--- src/rtl/sbcd_pkg.sv ---
`default_nettype none

package sbcd_pkg;

    localparam int IN_TDATA_W  = 48;
    localparam int OUT_TDATA_W = 8;
    localparam int CFG_ADDR_W  = 2;
    localparam int CFG_DATA_W  = 16;
    localparam int COUNT_W     = 16;
    localparam int SDEPTH_W    = 15;
    localparam int DEPTH_W     = 21;
    localparam int VEL_W       = 16;
    localparam int THR_W       = 20;

    localparam logic [CFG_ADDR_W-1:0] REG_SURFACE_DEPTH  = 2'd0;
    localparam logic [CFG_ADDR_W-1:0] REG_BOTTOM_TRIGGER = 2'd1;
    localparam logic [CFG_ADDR_W-1:0] REG_SURFACE_TRIGGER = 2'd2;

    localparam logic signed [SDEPTH_W-1:0] SURFACE_DEPTH_RST = -15'sd10;
    localparam logic [COUNT_W-1:0]         BOTTOM_TRIGGER_RST = 16'd400;
    localparam logic [COUNT_W-1:0]         SURFACE_TRIGGER_RST = 16'd400;

    // stationary band (mm/s, strict) and surface hysteresis (mm)
    localparam logic signed [VEL_W-1:0] STILL_MM_S = 16'sd50;
    localparam logic signed [THR_W-1:0] HYST_MM    = 20'sd50;

    typedef struct packed {
        logic                      lim_lower;
        logic                      lim_upper;
        logic signed [VEL_W-1:0]   vertical_velocity;
        logic signed [DEPTH_W-1:0] depth_mm;
        logic                      depth_valid;
        logic                      armed;
    } item_t;

    typedef struct packed {
        logic                bottom_changed;
        logic                surface_changed;
        logic                bot_now;
        logic                surf_now;
    } result_t;

    typedef struct packed {
        logic               surfaced;
        logic               bottomed;
        logic [COUNT_W-1:0] bottom_count;
        logic [COUNT_W-1:0] surface_count;
    } state_t;

    typedef struct packed {
        logic signed [SDEPTH_W-1:0] surface_depth_cm;
        logic [COUNT_W-1:0]         bottom_trigger_ticks;
        logic [COUNT_W-1:0]         surface_trigger_ticks;
    } cfg_t;

endpackage

`default_nettype wire

--- src/rtl/sbcd_core.sv ---
`default_nettype none

module sbcd_core (
    input  var sbcd_pkg::state_t  state,
    input  var sbcd_pkg::cfg_t    cfg,
    input  var sbcd_pkg::item_t   item,
    output var sbcd_pkg::state_t  state_next,
    output var sbcd_pkg::result_t result
);
    import sbcd_pkg::*;

    logic                     still;
    logic signed [THR_W-1:0]  cm_ext;
    logic signed [THR_W-1:0]  thr;
    logic                     above;
    logic                     surf_n;
    logic                     bot_n;
    logic [COUNT_W-1:0]       bcnt_n;
    logic [COUNT_W-1:0]       scnt_n;

    assign still = (item.vertical_velocity > -STILL_MM_S) &&
                   (item.vertical_velocity < STILL_MM_S);

    // threshold = cm * 10, less hysteresis while surfaced
    assign cm_ext = THR_W'(cfg.surface_depth_cm);
    always_comb begin
        thr = (cm_ext <<< 3) + (cm_ext <<< 1);
        if (state.surfaced) begin
            thr = thr - HYST_MM;
        end
    end

    assign above = $signed({item.depth_mm[DEPTH_W-1], item.depth_mm}) >
                   $signed({{(DEPTH_W+1-THR_W){thr[THR_W-1]}}, thr});

    always_comb begin
        surf_n = state.surfaced;
        bot_n  = state.bottomed;
        bcnt_n = state.bottom_count;
        scnt_n = state.surface_count;
        if (!item.armed) begin
            surf_n = 1'b0;
            bot_n  = 1'b0;
        end else if (item.depth_valid) begin
            surf_n = above;
            if (item.lim_lower && still) begin
                if (state.bottom_count < cfg.bottom_trigger_ticks) begin
                    bcnt_n = state.bottom_count + 1'b1;
                end else begin
                    bot_n = 1'b1;
                end
            end else begin
                bot_n = 1'b0;
            end
        end else if (still) begin
            if (item.lim_upper) begin
                if (state.surface_count < cfg.surface_trigger_ticks) begin
                    scnt_n = state.surface_count + 1'b1;
                end else begin
                    surf_n = 1'b1;
                end
            end else if (item.lim_lower) begin
                if (state.bottom_count < cfg.bottom_trigger_ticks) begin
                    bcnt_n = state.bottom_count + 1'b1;
                end else begin
                    bot_n = 1'b1;
                end
            end else begin
                surf_n = 1'b0;
                bot_n  = 1'b0;
            end
        end else begin
            surf_n = 1'b0;
            bot_n  = 1'b0;
        end
        // a flag change restarts its debounce
        if (surf_n != state.surfaced) begin
            scnt_n = '0;
        end
        if (bot_n != state.bottomed) begin
            bcnt_n = '0;
        end
    end

    assign state_next = '{surfaced: surf_n, bottomed: bot_n,
                          bottom_count: bcnt_n, surface_count: scnt_n};

    assign result = '{bottom_changed: bot_n != state.bottomed,
                      surface_changed: surf_n != state.surfaced,
                      bot_now: bot_n, surf_now: surf_n};

endmodule

`default_nettype wire

--- src/rtl/surface_bottom_contact_detector.sv ---
// Surface and bottom contact detector.
// s_* channel: one control-loop tick per request; s_tdata holds, from bit 0:
//   armed, depth_valid, depth_mm[20:0], vertical_velocity[15:0],
//   upper throttle limit, lower throttle limit, zero fill to 48 bits.
// m_* channel: one result per tick; m_tdata holds, from bit 0:
//   surfaced flag, bottomed flag, surface_changed, bottom_changed, zero fill.
// cfg_*: register writes (0 surface_depth_cm, 1 bottom_trigger_ticks,
//   2 surface_trigger_ticks); cfg_ready is always high, index 3 is ignored.
//   Write only while no tick is in flight.
// Path: from input accept to m_tvalid, the input register feeds the update and
//   the result register catches it once the output has room.
//   Throughput: one tick per cycle while the output is not stalled, set by the single
//   flag/counter update between the two registers.
// Reset (aresetn low, synchronous): flags and counters clear, registers take
//   their defaults, both channels empty.
// When m_tready is low the result holds; one more request is taken into the
//   input register, then s_tready drops until the result drains.
`default_nettype none

module surface_bottom_contact_detector (
    input  var logic                                aclk,
    input  var logic                                aresetn,
    input  var logic                                s_tvalid,
    output var logic                                s_tready,
    // armed, depth_valid, depth_mm, vertical_velocity, lim_upper, lim_lower
    input  var logic [sbcd_pkg::IN_TDATA_W-1:0]     s_tdata,
    output var logic                                m_tvalid,
    input  var logic                                m_tready,
    // surf_now, bot_now, surface_changed, bottom_changed
    output var logic [sbcd_pkg::OUT_TDATA_W-1:0]    m_tdata,
    input  var logic                                cfg_valid,
    output var logic                                cfg_ready,
    input  var logic [sbcd_pkg::CFG_ADDR_W-1:0]     cfg_addr,
    input  var logic [sbcd_pkg::CFG_DATA_W-1:0]     cfg_wdata
);
    import sbcd_pkg::*;

    logic    in_valid_reg;
    item_t   in_data_reg;
    logic    out_valid_reg;
    result_t out_data_reg;
    state_t  state_reg;
    state_t  state_next;
    result_t result_next;
    cfg_t    cfg_reg;
    logic    move;

    assign move      = in_valid_reg && (!out_valid_reg || m_tready);
    assign s_tready  = !in_valid_reg || move;
    assign cfg_ready = 1'b1;
    assign m_tvalid  = out_valid_reg;
    assign m_tdata   = OUT_TDATA_W'(out_data_reg);

    sbcd_core u_core (
        .state      (state_reg),
        .cfg        (cfg_reg),
        .item       (in_data_reg),
        .state_next (state_next),
        .result     (result_next)
    );

    always_ff @(posedge aclk) begin
        if (!aresetn) begin
            in_valid_reg <= 1'b0;
        end else if (s_tready) begin
            in_valid_reg <= s_tvalid;
        end
    end

    always_ff @(posedge aclk) begin
        if (s_tready && s_tvalid) begin
            in_data_reg <= item_t'(s_tdata[$bits(item_t)-1:0]);
        end
    end

    always_ff @(posedge aclk) begin
        if (!aresetn) begin
            out_valid_reg <= 1'b0;
        end else if (move) begin
            out_valid_reg <= 1'b1;
        end else if (m_tready) begin
            out_valid_reg <= 1'b0;
        end
    end

    always_ff @(posedge aclk) begin
        if (move) begin
            out_data_reg <= result_next;
        end
    end

    always_ff @(posedge aclk) begin
        if (!aresetn) begin
            state_reg <= '0;
        end else if (move) begin
            state_reg <= state_next;
        end
    end

    always_ff @(posedge aclk) begin
        if (!aresetn) begin
            cfg_reg.surface_depth_cm      <= SURFACE_DEPTH_RST;
            cfg_reg.bottom_trigger_ticks  <= BOTTOM_TRIGGER_RST;
            cfg_reg.surface_trigger_ticks <= SURFACE_TRIGGER_RST;
        end else if (cfg_valid && cfg_ready) begin
            unique case (cfg_addr)
                REG_SURFACE_DEPTH: begin
                    cfg_reg.surface_depth_cm <= cfg_wdata[SDEPTH_W-1:0];
                end
                REG_BOTTOM_TRIGGER: begin
                    cfg_reg.bottom_trigger_ticks <= cfg_wdata;
                end
                REG_SURFACE_TRIGGER: begin
                    cfg_reg.surface_trigger_ticks <= cfg_wdata;
                end
                default: begin
                end
            endcase
        end
    end

`ifndef SYNTHESIS
    a_state_only_on_move: assert property (@(posedge aclk) disable iff (!aresetn)
        !move |=> $stable(state_reg))
        else $error("state changed without a tick");

    a_disarm_clears: assert property (@(posedge aclk) disable iff (!aresetn)
        move && !in_data_reg.armed |=> !state_reg.surfaced && !state_reg.bottomed)
        else $error("disarmed tick left a flag set");

    a_bcount_step: assert property (@(posedge aclk) disable iff (!aresetn)
        move |=> (state_reg.bottom_count == '0) ||
                 $stable(state_reg.bottom_count) ||
                 (state_reg.bottom_count == $past(state_reg.bottom_count) + 1'b1))
        else $error("bottom count jumped");

    a_change_zeroes: assert property (@(posedge aclk) disable iff (!aresetn)
        move && result_next.surface_changed |=> state_reg.surface_count == '0)
        else $error("surface change did not restart count");

    a_result_loaded: assert property (@(posedge aclk) disable iff (!aresetn)
        move |=> out_valid_reg)
        else $error("tick produced no result");
`endif

endmodule

`default_nettype wire

--- config.mk ---
export PLATFORM = sky130hd
export DESIGN_NAME = surface_bottom_contact_detector
export DESIGN_NICKNAME = d
export VERILOG_FILES = /design/src/rtl/sbcd_pkg.sv /design/src/rtl/sbcd_core.sv /design/src/rtl/surface_bottom_contact_detector.sv
export SDC_FILE = /design/constraint.sdc
export NUM_CORES = 1
export LEC_CHECK = 0
export ABC_AREA = 1
export BUFFER_PORTS_ARGS = -buffer_cell sky130_fd_sc_hd__buf_2
export CORE_AREA = 2 2 129 131
export DETAILED_ROUTE_END_ITERATION = 10
export DIE_AREA = 0 0 131 133
export GPL_ROUTABILITY_DRIVEN = 1
export PLACE_DENSITY = 0.75
export SYNTH_ARGS = -nofsm -noshare
export SYNTH_HDL_FRONTEND = slang
export SYNTH_SLANG_ARGS = --single-unit
--- constraint.sdc ---
create_clock -name aclk -period 4.3 [get_ports aclk]
set_input_delay 0.43 -clock aclk [delete_from_list [all_inputs] [get_ports aclk]]
set_output_delay 0.43 -clock aclk [all_outputs]
set_load 0.05 [all_outputs]
# After elaboration in Yosys (flattened, before gate mapping)
# Index checks and enable logic that the tools add are counted.
totals:
  in_bits: 71
  regBits: 128
op_classes:
  n_lt_le_gt_ge: 5
  n_eq_ne: 7
  reduce_logical: 22
  n_mux: 30
  add_sub_neg: 4
ops:
  columns: ["operator", "count"]
  rows:
  - ["two-way mux 16 bit", 14]
  - ["adder 16 x 1 -> 16 bit (second input constant)", 2]
  - ["less-than comparator 16 bit", 2]
  - ["> comparator 21 x 20 -> 1 bit", 1]
  - ["two-way mux 20 bit", 1]
  - ["subtractor 20 x 7 -> 20 bit (second input constant)", 1]
  - ["adder 18 x 16 -> 19 bit", 1]
  - ["> comparator 16 x 7 -> 1 bit (second input constant)", 1]
  - ["less-than comparator 16 x 7 -> 1 bit (second input constant)", 1]
  - ["two-way mux 1 bit", 15]
  - ["AND reduction 6 bit", 2]
  - ["nonzero test 2 bit", 6]
  - ["AND reduction 2 bit", 3]
  - ["nonzero test 3 bit", 2]
  - ["logical AND 1 bit", 4]
  - ["!= test 3 x 1 -> 1 bit (second input constant)", 1]
  - ["!= test 3 x 2 -> 1 bit (second input constant)", 1]
  - ["== test 2 x 1 -> 1 bit (second input constant)", 1]
  - ["== test 2 bit (second input constant)", 1]
  - ["logical NOT 1 bit", 2]
  - ["logical NOT 2 bit", 1]
  - ["logical OR 1 bit", 2]
  - ["!= test 1 bit", 2]
  - ["!= test 2 x 1 -> 1 bit (second input constant)", 1]

# Longest topological paths before layout
# Gate-level depths: netlist (run 1).
logic_depth:
  ltp_word: 10
  ltp_mapped: 34
  ltp_nobuf: 33

# Hierarchy
# Synthesis (run 1) repeated with hierarchy kept, for this count alone.
unflattened:
  hier_cells: 1383
  area_unflattened_um2: 9142.5
by_module_without_submodules:
  columns: ["module", "cells_per_inst", "area_each_um2", "n_inst", "seq_area_each_um2"]
  rows:
  - ["surface_bottom_contact_detector", 556, 4824.6, 1, 3012.9]
  - ["sbcd_core", 827, 4317.9, 1, 0.0]

# Worst setup path before layout (run 1)
# No wires, ideal clock.
synth_timing:
  kind: "register to register"
  startpoint: "register cfg_reg[32] (netlist name)"
  endpoint: "register out_data_reg, in the netlist m_tdata[2], data pin"
  path_slack_ns: 0.309
  arrival_time_ns: 3.739
  required_ns: 4.048
  path_stages_with_launch: 30
  setup_time_ns: 0.252
  cell_sequence: "dfxtp_1 > ha_1 > fa_1 > xnor2_1 > inv_2 > a31oi_2 > nand2_2 > nor2_4 > nand3_2 > nor2_4 > nand4_1 > nor2_2 > nand4_1 > nand2_1 > inv_1 > ha_1 > nand2_1 > nor2_2 > nand2_1 > nor2_1 > nand2_1 > nand3_1 > nand2_1 > nand3_1 > nand2_1 > nand3_1 > nand2_1 > nand2_2 > buf_4 > inv_1"
synth_rtl:
  columns: ["item", "line_no", "text"]
  rows:
  - ["start, declared", "surface_bottom_contact_detector.sv:45", "cfg_t cfg_reg;"]
  - ["end signal, assigned", "surface_bottom_contact_detector.sv:88", "out_data_reg <= result_next;"]
  - ["end, declared", "surface_bottom_contact_detector.sv:41", "result_t out_data_reg;"]

# Worst setup path in the final report (run 1)
layout_timing:
  startpoint: "register cfg_reg[34] (netlist name)"
  endpoint: "register state_reg[4] (netlist name)"
layout_between:
  elab_chain_len: 9
  word_cells_on_any_way: 14
  classes_between: "2 x add/sub; 1 x order compare; 2 x eq/ne; 4 x mux; 5 x reduce/logical"
layout_rtl:
  columns: ["item", "line_no", "text"]
  rows:
  - ["adder 18 x 16 -> 19 bit (*)", "sbcd_core.sv:27", "thr = (cm_ext <<< 3) + (cm_ext <<< 1);"]
  - ["subtractor 20 x 7 -> 20 bit", "sbcd_core.sv:29", "thr = thr - HYST_MM;"]
  - ["two-way mux 20 bit (*)", "sbcd_core.sv:28", "if (state.surfaced) begin"]
  - ["> comparator 21 x 20 -> 1 bit (*)", "sbcd_core.sv:33", "assign above = $signed({item.depth_mm[DEPTH_W-1], item.depth_mm}) >"]
  - ["two-way mux 1 bit (*)", "sbcd_core.sv:44", "end else if (item.depth_valid) begin"]
  - ["two-way mux 1 bit (*)", "sbcd_core.sv:41", "if (!item.armed) begin"]
  - ["!= test 1 bit (*)", "sbcd_core.sv:77", "if (surf_n != state.surfaced) begin"]
  - ["!= test 2 x 1 -> 1 bit (no source line) or nonzero test 2 bit (tied branches)", null, null]
  - ["AND reduction 6 bit (no source line)", null, null]
  - ["end signal, assigned", "surface_bottom_contact_detector.sv:96", "state_reg <= state_next;"]
  - ["end, declared", "surface_bottom_contact_detector.sv:42", "state_t state_reg;"]
# Mark *: on every way between the ends. The rest lies on a longest branch, timed or not.
# A chain may end at the register's enable or synchronous reset.

==> flow_summary.toml, run 1 <==
[worst_setup_path]
worstPathMaxFanout = 8
slowest_stage = "fa_2"
max_stage_delay_ps = 430
cp.arrival_ps = 4500
critPathRequiredTime_ps = 4630
crit_path_end_kind = "flop"
cp_top_family = "simple AND/OR/NAND/NOR gates"
timing.critical_path.mode_cell = "nand4_1"
crit_buf_inv = 4
cp-start-kind = "flop"
worstSetupPathType = "flop to flop"

[yosys]
syn_area_um2 = 7840
seq_area_frac_synth = 0.384
netlist-cell-type-count = 45
synthCells = 997
synth_edf_count = 45
ys.flop_type = "dfxtp_1"
yosysWarningCount = 0
syn_area_per_cell_um2 = 7.86
synth_area_leader_cell = "dfxtp_1"
ys_ff_latch = 128
netlist.area_leader.share = 0.212
synth.area.top_cells = "dfxtp_1, edfxtp_1, ha_1"
synthArstFlopShare = 0

[detailed_routing]
vias = 6885
drc = 0
drt_iter0_drc = 424
post_drt_wl_per_cell_um = 14.1
ant_nets = 0
dr.pass1.iters = 5
wl_mm = 18.6
vias_per_cell = 5.22

[global_routing]
antenna_found_initial = 0
grt_pass1_wl_mm = 29.2
grt.total_usage = 0.213
overflow = 0
grt_max_degree = 65
grt_pass1_vias = 6416

[sta]
tns_ps = 0
fin_skew_ps = 9.06
finalMaxSlewViolations = 0
max_slew_margin = 0.242
fmax_mhz = 240
setup_viol = 0
hold-worst-slack_ps = 179
fin_ws_ps = 129
timing.final.crit_share = 0.970
finalHoldViolCount = 0
rsz0062_at_grt = "true"
final.min_clock_period_ps = 4170
worstMarginPinSlew_ps = 1140

[floorplanning]
die-area_um2 = 17400
design.core.area_um2 = 16200
initial_core_util = 0.485
ios = 82
die_x_um = 131
num_rows = 47
die_h_um = 133

[power]
power.leakage_nw = 4.27
power_density_nw_per_um2 = 359
ir_drop_mv = 0.308

[clock_tree]
cts_root_buffer = "clkbuf_16"
holdBufCountCts = 0
cts_max_level = 4
numCtsBuffers = 17
worst_skew_pair.late_latency_ps = 420
cts.sinks = 128
tritoncts = "built"
cts_buffer_depth = 2
clk_pin_slew_ps = 60

[placement]
dpl.hpwl_mm = 13.3
globalplace.congestion = 0.840
pre_cts_slack_ps = -53.3
io_buffers = 69

[min_path]
min_path_type = "input port to flop"

[final_layout]
area_delta_synth_final_pct = 20.4
n_antenna_cell = 0
layout-drive-gt1-share = 0.199
post-route-util = 0.584
largest_reg_flops = 47
fill_cells = 1377
layout.nets = 1224

[run]
drv_cap = 0

[status]
run_status = "finished clean"
## cell usage in the layout, fill, tap and decap left out, drive strengths merged
cell type    n
nand2      192
inv        149
buf         95
nand3       91
a21oi       88
dfxtp       83
nor2        78
ha          67
o21ai       47
edfxtp      45
xor2        43
nand4       32
clkbuf      23
nor3        15
o211ai       9
xnor2        8
nor4         7
conb         5
clkinv       5
a31oi        4
bufinv       3
o21bai       2
or2          2
a21o         1
a21boi       1
nor3b        1
fa           1
clkinvlp     1
## layout make-up
cell class                      instances  area, um2  share of cell area
Clock buffer                           22        468              0.0496
Clock inverter                         10        134              0.0142
Inverter                              148        556              0.0589
Multi-Input combinational cell        694       4400               0.466
Sequential cell                       128       3020               0.320
Tap cell                              220        275              0.0292
Timing Repair Buffer                   96        582              0.0617
## routing by layer
| metal | vias to the layer above | global-route usage | wire [um] | share of wire |
|---|---|---|---|---|
| met5 | - | 0 | 0 | 0 |
| met4 | 0 | 0.0928 | 593 | 0.032 |
| met3 | 41 | 0.0510 | 967 | 0.052 |
| met2 | 214 | 0.350 | 9060 | 0.49 |
| met1 | 3151 | 0.265 | 8020 | 0.43 |
| li1 | 3479 | - | - | - |
## logic make-up (layout without fill, tap and decap cells)
| kind of cell | count (synthesis) | count (layout) | share of synthesized area |
|---|---|---|---|
| xor+xnor | 51 | 51 | 0.0618 |
| buf+inv | 179 | 276 | 0.0918 |
| other cells | 2 | 5 | 0.000958 |
| simple gates | 417 | 418 | 0.247 |
| flops | 128 | 128 | 0.384 |
| compound gates | 152 | 152 | 0.104 |
| fa+ha+maj | 68 | 68 | 0.110 |
## cell usage after synthesis, types with 2 or more instances
master / instances
xor2_2: 4
nor2_1: 72
edfxtp_1: 45
xnor2_1: 7
nor2_2: 4
conb_1: 2
nor4_1: 6
nor3_1: 14
o21bai_1: 2
inv_1: 144
buf_4: 9
ha_1: 67
nand2_1: 184
nand3_2: 8
nand3_1: 82
o21ai_0: 45
clkbuf_1: 16
a31oi_1: 2
nor2_4: 2
dfxtp_1: 83
a21oi_1: 87
xor2_1: 39
nand2_2: 6
buf_2: 5
a31oi_2: 2
o211ai_1: 9
inv_2: 3
nand4_1: 31
## path summary, 6_finish.rpt
check / startpoint / end / slack [ps] / cells after the start
worst min-delay path: s_tdata[1] / in_data_reg[1] / 180 / 1
worst min register to register: cfg_reg[30] / cfg_reg[30] / 460 / 2
worst max-delay path: cfg_reg[34] / state_reg[4] / 130 / 29
worst max register to register: cfg_reg[34] / state_reg[4] / 130 / 29
## where the power goes
part	leakage, nW	internal [W]	switching [W]
sequential	1.11	0.00131	0.0000332
combinational	2.85	0.000215	0.000358
clock	0.298	0.000946	0.000526
total	4.27	0.00247	0.000917
## through the flow
stage | instance area (um2) | total power (W) | cells
after floorplan | 7850 | 0.00174 | 1000
after global placement | 8460 | 0.00187 | 1276
after detailed placement | 8460 | 0.00188 | 1276
after CTS | 9060 | 0.00335 | 1308
after global routing | 9440 | 0.00353 | 1318
final | 9440 | 0.00339 | 1318
## worst reg2reg max path, delay by kind of cell, from the launching register on
family,cells,cell delay (ps)
flip-flops,1,330
adder cells (fa/ha/maj),3,870
buffers and inverters,4,410
AND/OR/NAND/NOR,18,1810
AO/OA/AOI/OAI,3,440
XOR/XNOR,1,220
## repair_timing
action	4_1_cts	5_1_grt
setup endpoints to repair	15	19
cloned	0	2
gates resized for setup	1	67
pin swaps	0	52
buffers inserted	0	8
(Power assumes the default switching activity.)
==> run 2: changes to the inputs <==
Settings changed: CTS_BUF_LIST set to sky130_fd_sc_hd__clkbuf_2 sky130_fd_sc_hd__clkbuf_4 sky130_fd_sc_hd__clkbuf_8.
==> flow_summary.toml, run 2 (synthesis results as in run 1) <==
[global_routing]
grt_pass1_wl_mm = 28.8
antenna_found_initial = 0
grt_max_degree = 65
grt_pass1_vias = 6349
overflow = 0
grt.total_usage = 0.211

[worst_setup_path]
cp-start-kind = "flop"
worstSetupPathType = "flop to flop"
slowest_stage = "fa_2"
cp.arrival_ps = 4630
max_stage_delay_ps = 430
critPathRequiredTime_ps = 4650
worstPathMaxFanout = 5
crit_path_end_kind = "flop"

[clock_tree]
cts_buffer_depth = 2
numCtsBuffers = 17
tritoncts = "built"
worst_skew_pair.late_latency_ps = 450
cts.sinks = 128
cts_root_buffer = "clkbuf_8"
cts_max_level = 4
clk_pin_slew_ps = 80

[sta]
finalHoldViolCount = 0
fin_ws_ps = 16.6
fmax_mhz = 233
timing.final.crit_share = 0.996
worstMarginPinSlew_ps = 1140
final.min_clock_period_ps = 4280
max_slew_margin = 0.241
fin_skew_ps = 15.6
rsz0062_at_grt = "true"
finalMaxSlewViolations = 0
tns_ps = 0
hold-worst-slack_ps = 155
setup_viol = 0

[power]
power_density_nw_per_um2 = 325
power.leakage_nw = 4.21
ir_drop_mv = 0.217

[final_layout]
mostFrequentLayoutCell = "nand2_1"
layout-drive-gt1-share = 0.195
layout.nets = 1228
post-route-util = 0.575
mostFrequentLayoutCells = "nand2_1, inv_1, a21oi_1"
final_area_um2 = 9300
n_antenna_cell = 0
area_delta_synth_final_pct = 18.7
largest_reg_flops = 47

[floorplanning]
ios = 82
design.core.area_um2 = 16200
die-area_um2 = 17400
die_x_um = 131
initial_core_util = 0.485
die_h_um = 133
num_rows = 47

[detailed_routing]
vias = 6920
drc = 0
post_drt_wl_per_cell_um = 14.1
wl_mm = 18.6
vias_per_cell = 5.23
ant_nets = 0
dr.pass1.iters = 5
drt_iter0_drc = 435

[placement]
io_buffers = 69
dpl.hpwl_mm = 13.3
pre_cts_slack_ps = -53.3
globalplace.congestion = 0.840
placed_cell_area_um2 = 8460

[min_path]
min_path_type = "input port to flop"

[status]
run_status = "finished clean"

[run]
drv_cap = 0
run 2: cell count changes in the layout (fill, tap and decap cells not counted), sizes merged:
cell,previous run,this run
nand2,192,193
buf,95,98
run 2: power by group:
part	switching (W)	total, W	internal [W]
clock network	0.000472	0.00109	0.000622
registers	0.0000333	0.00134	0.00131
logic	0.000362	0.000588	0.000226
run 2: final cells by class:
type	count	area, um2
clock buffers	22	284
repair buffers	99	629
clock inverters	10	134
well taps	220	275
inverters	148	556
multi-input cells	695	4400
flip-flops and latches	128	3020
fillers	1407	6870
run 2: through the flow:
step | instances | total power [W]
2_1_floorplan | 1000 | 0.00174
3_3_place_gp | 1276 | 0.00187
3_5_place_dp | 1276 | 0.00188
4_1_cts | 1308 | 0.00297
5_1_grt | 1322 | 0.00317
6_report | 1322 | 0.00303
run 2: timing repair:
item                       CTS  global route
resized for setup            1            61
setup endpoints to repair   15            19
hold buffers                 0             0
buffers inserted             0            11
pin swaps                    0            47
gates cloned                 0             3
run 2: path summary, 6_finish.rpt:
path	start	to	slack [ps]	cells after the start
min	s_tdata[3]	in_data_reg[3]	150	1
max reg2reg	cfg_reg[34]	state_reg[11]	20	29
max	cfg_reg[34]	state_reg[11]	20	29
min reg2reg	cfg_reg[2]	cfg_reg[2]	460	2
run 2: critical path, delay by kind of cell, from the launching register on:
family          cells  cell delay, ps
simple gates       18            1830
compound gates      4             620
fa+ha+maj           3             790
buf+inv             3             370
xor+xnor            1             220
flops               1             340
run 2: layer usage:
layer  track usage  up-vias  part of all wire
li1              -     3484                 -
met3        0.0449       40             0.053
met1         0.265     3187              0.43
met2         0.343      209              0.49
met4        0.0981        0             0.030
met5             0        -                 0
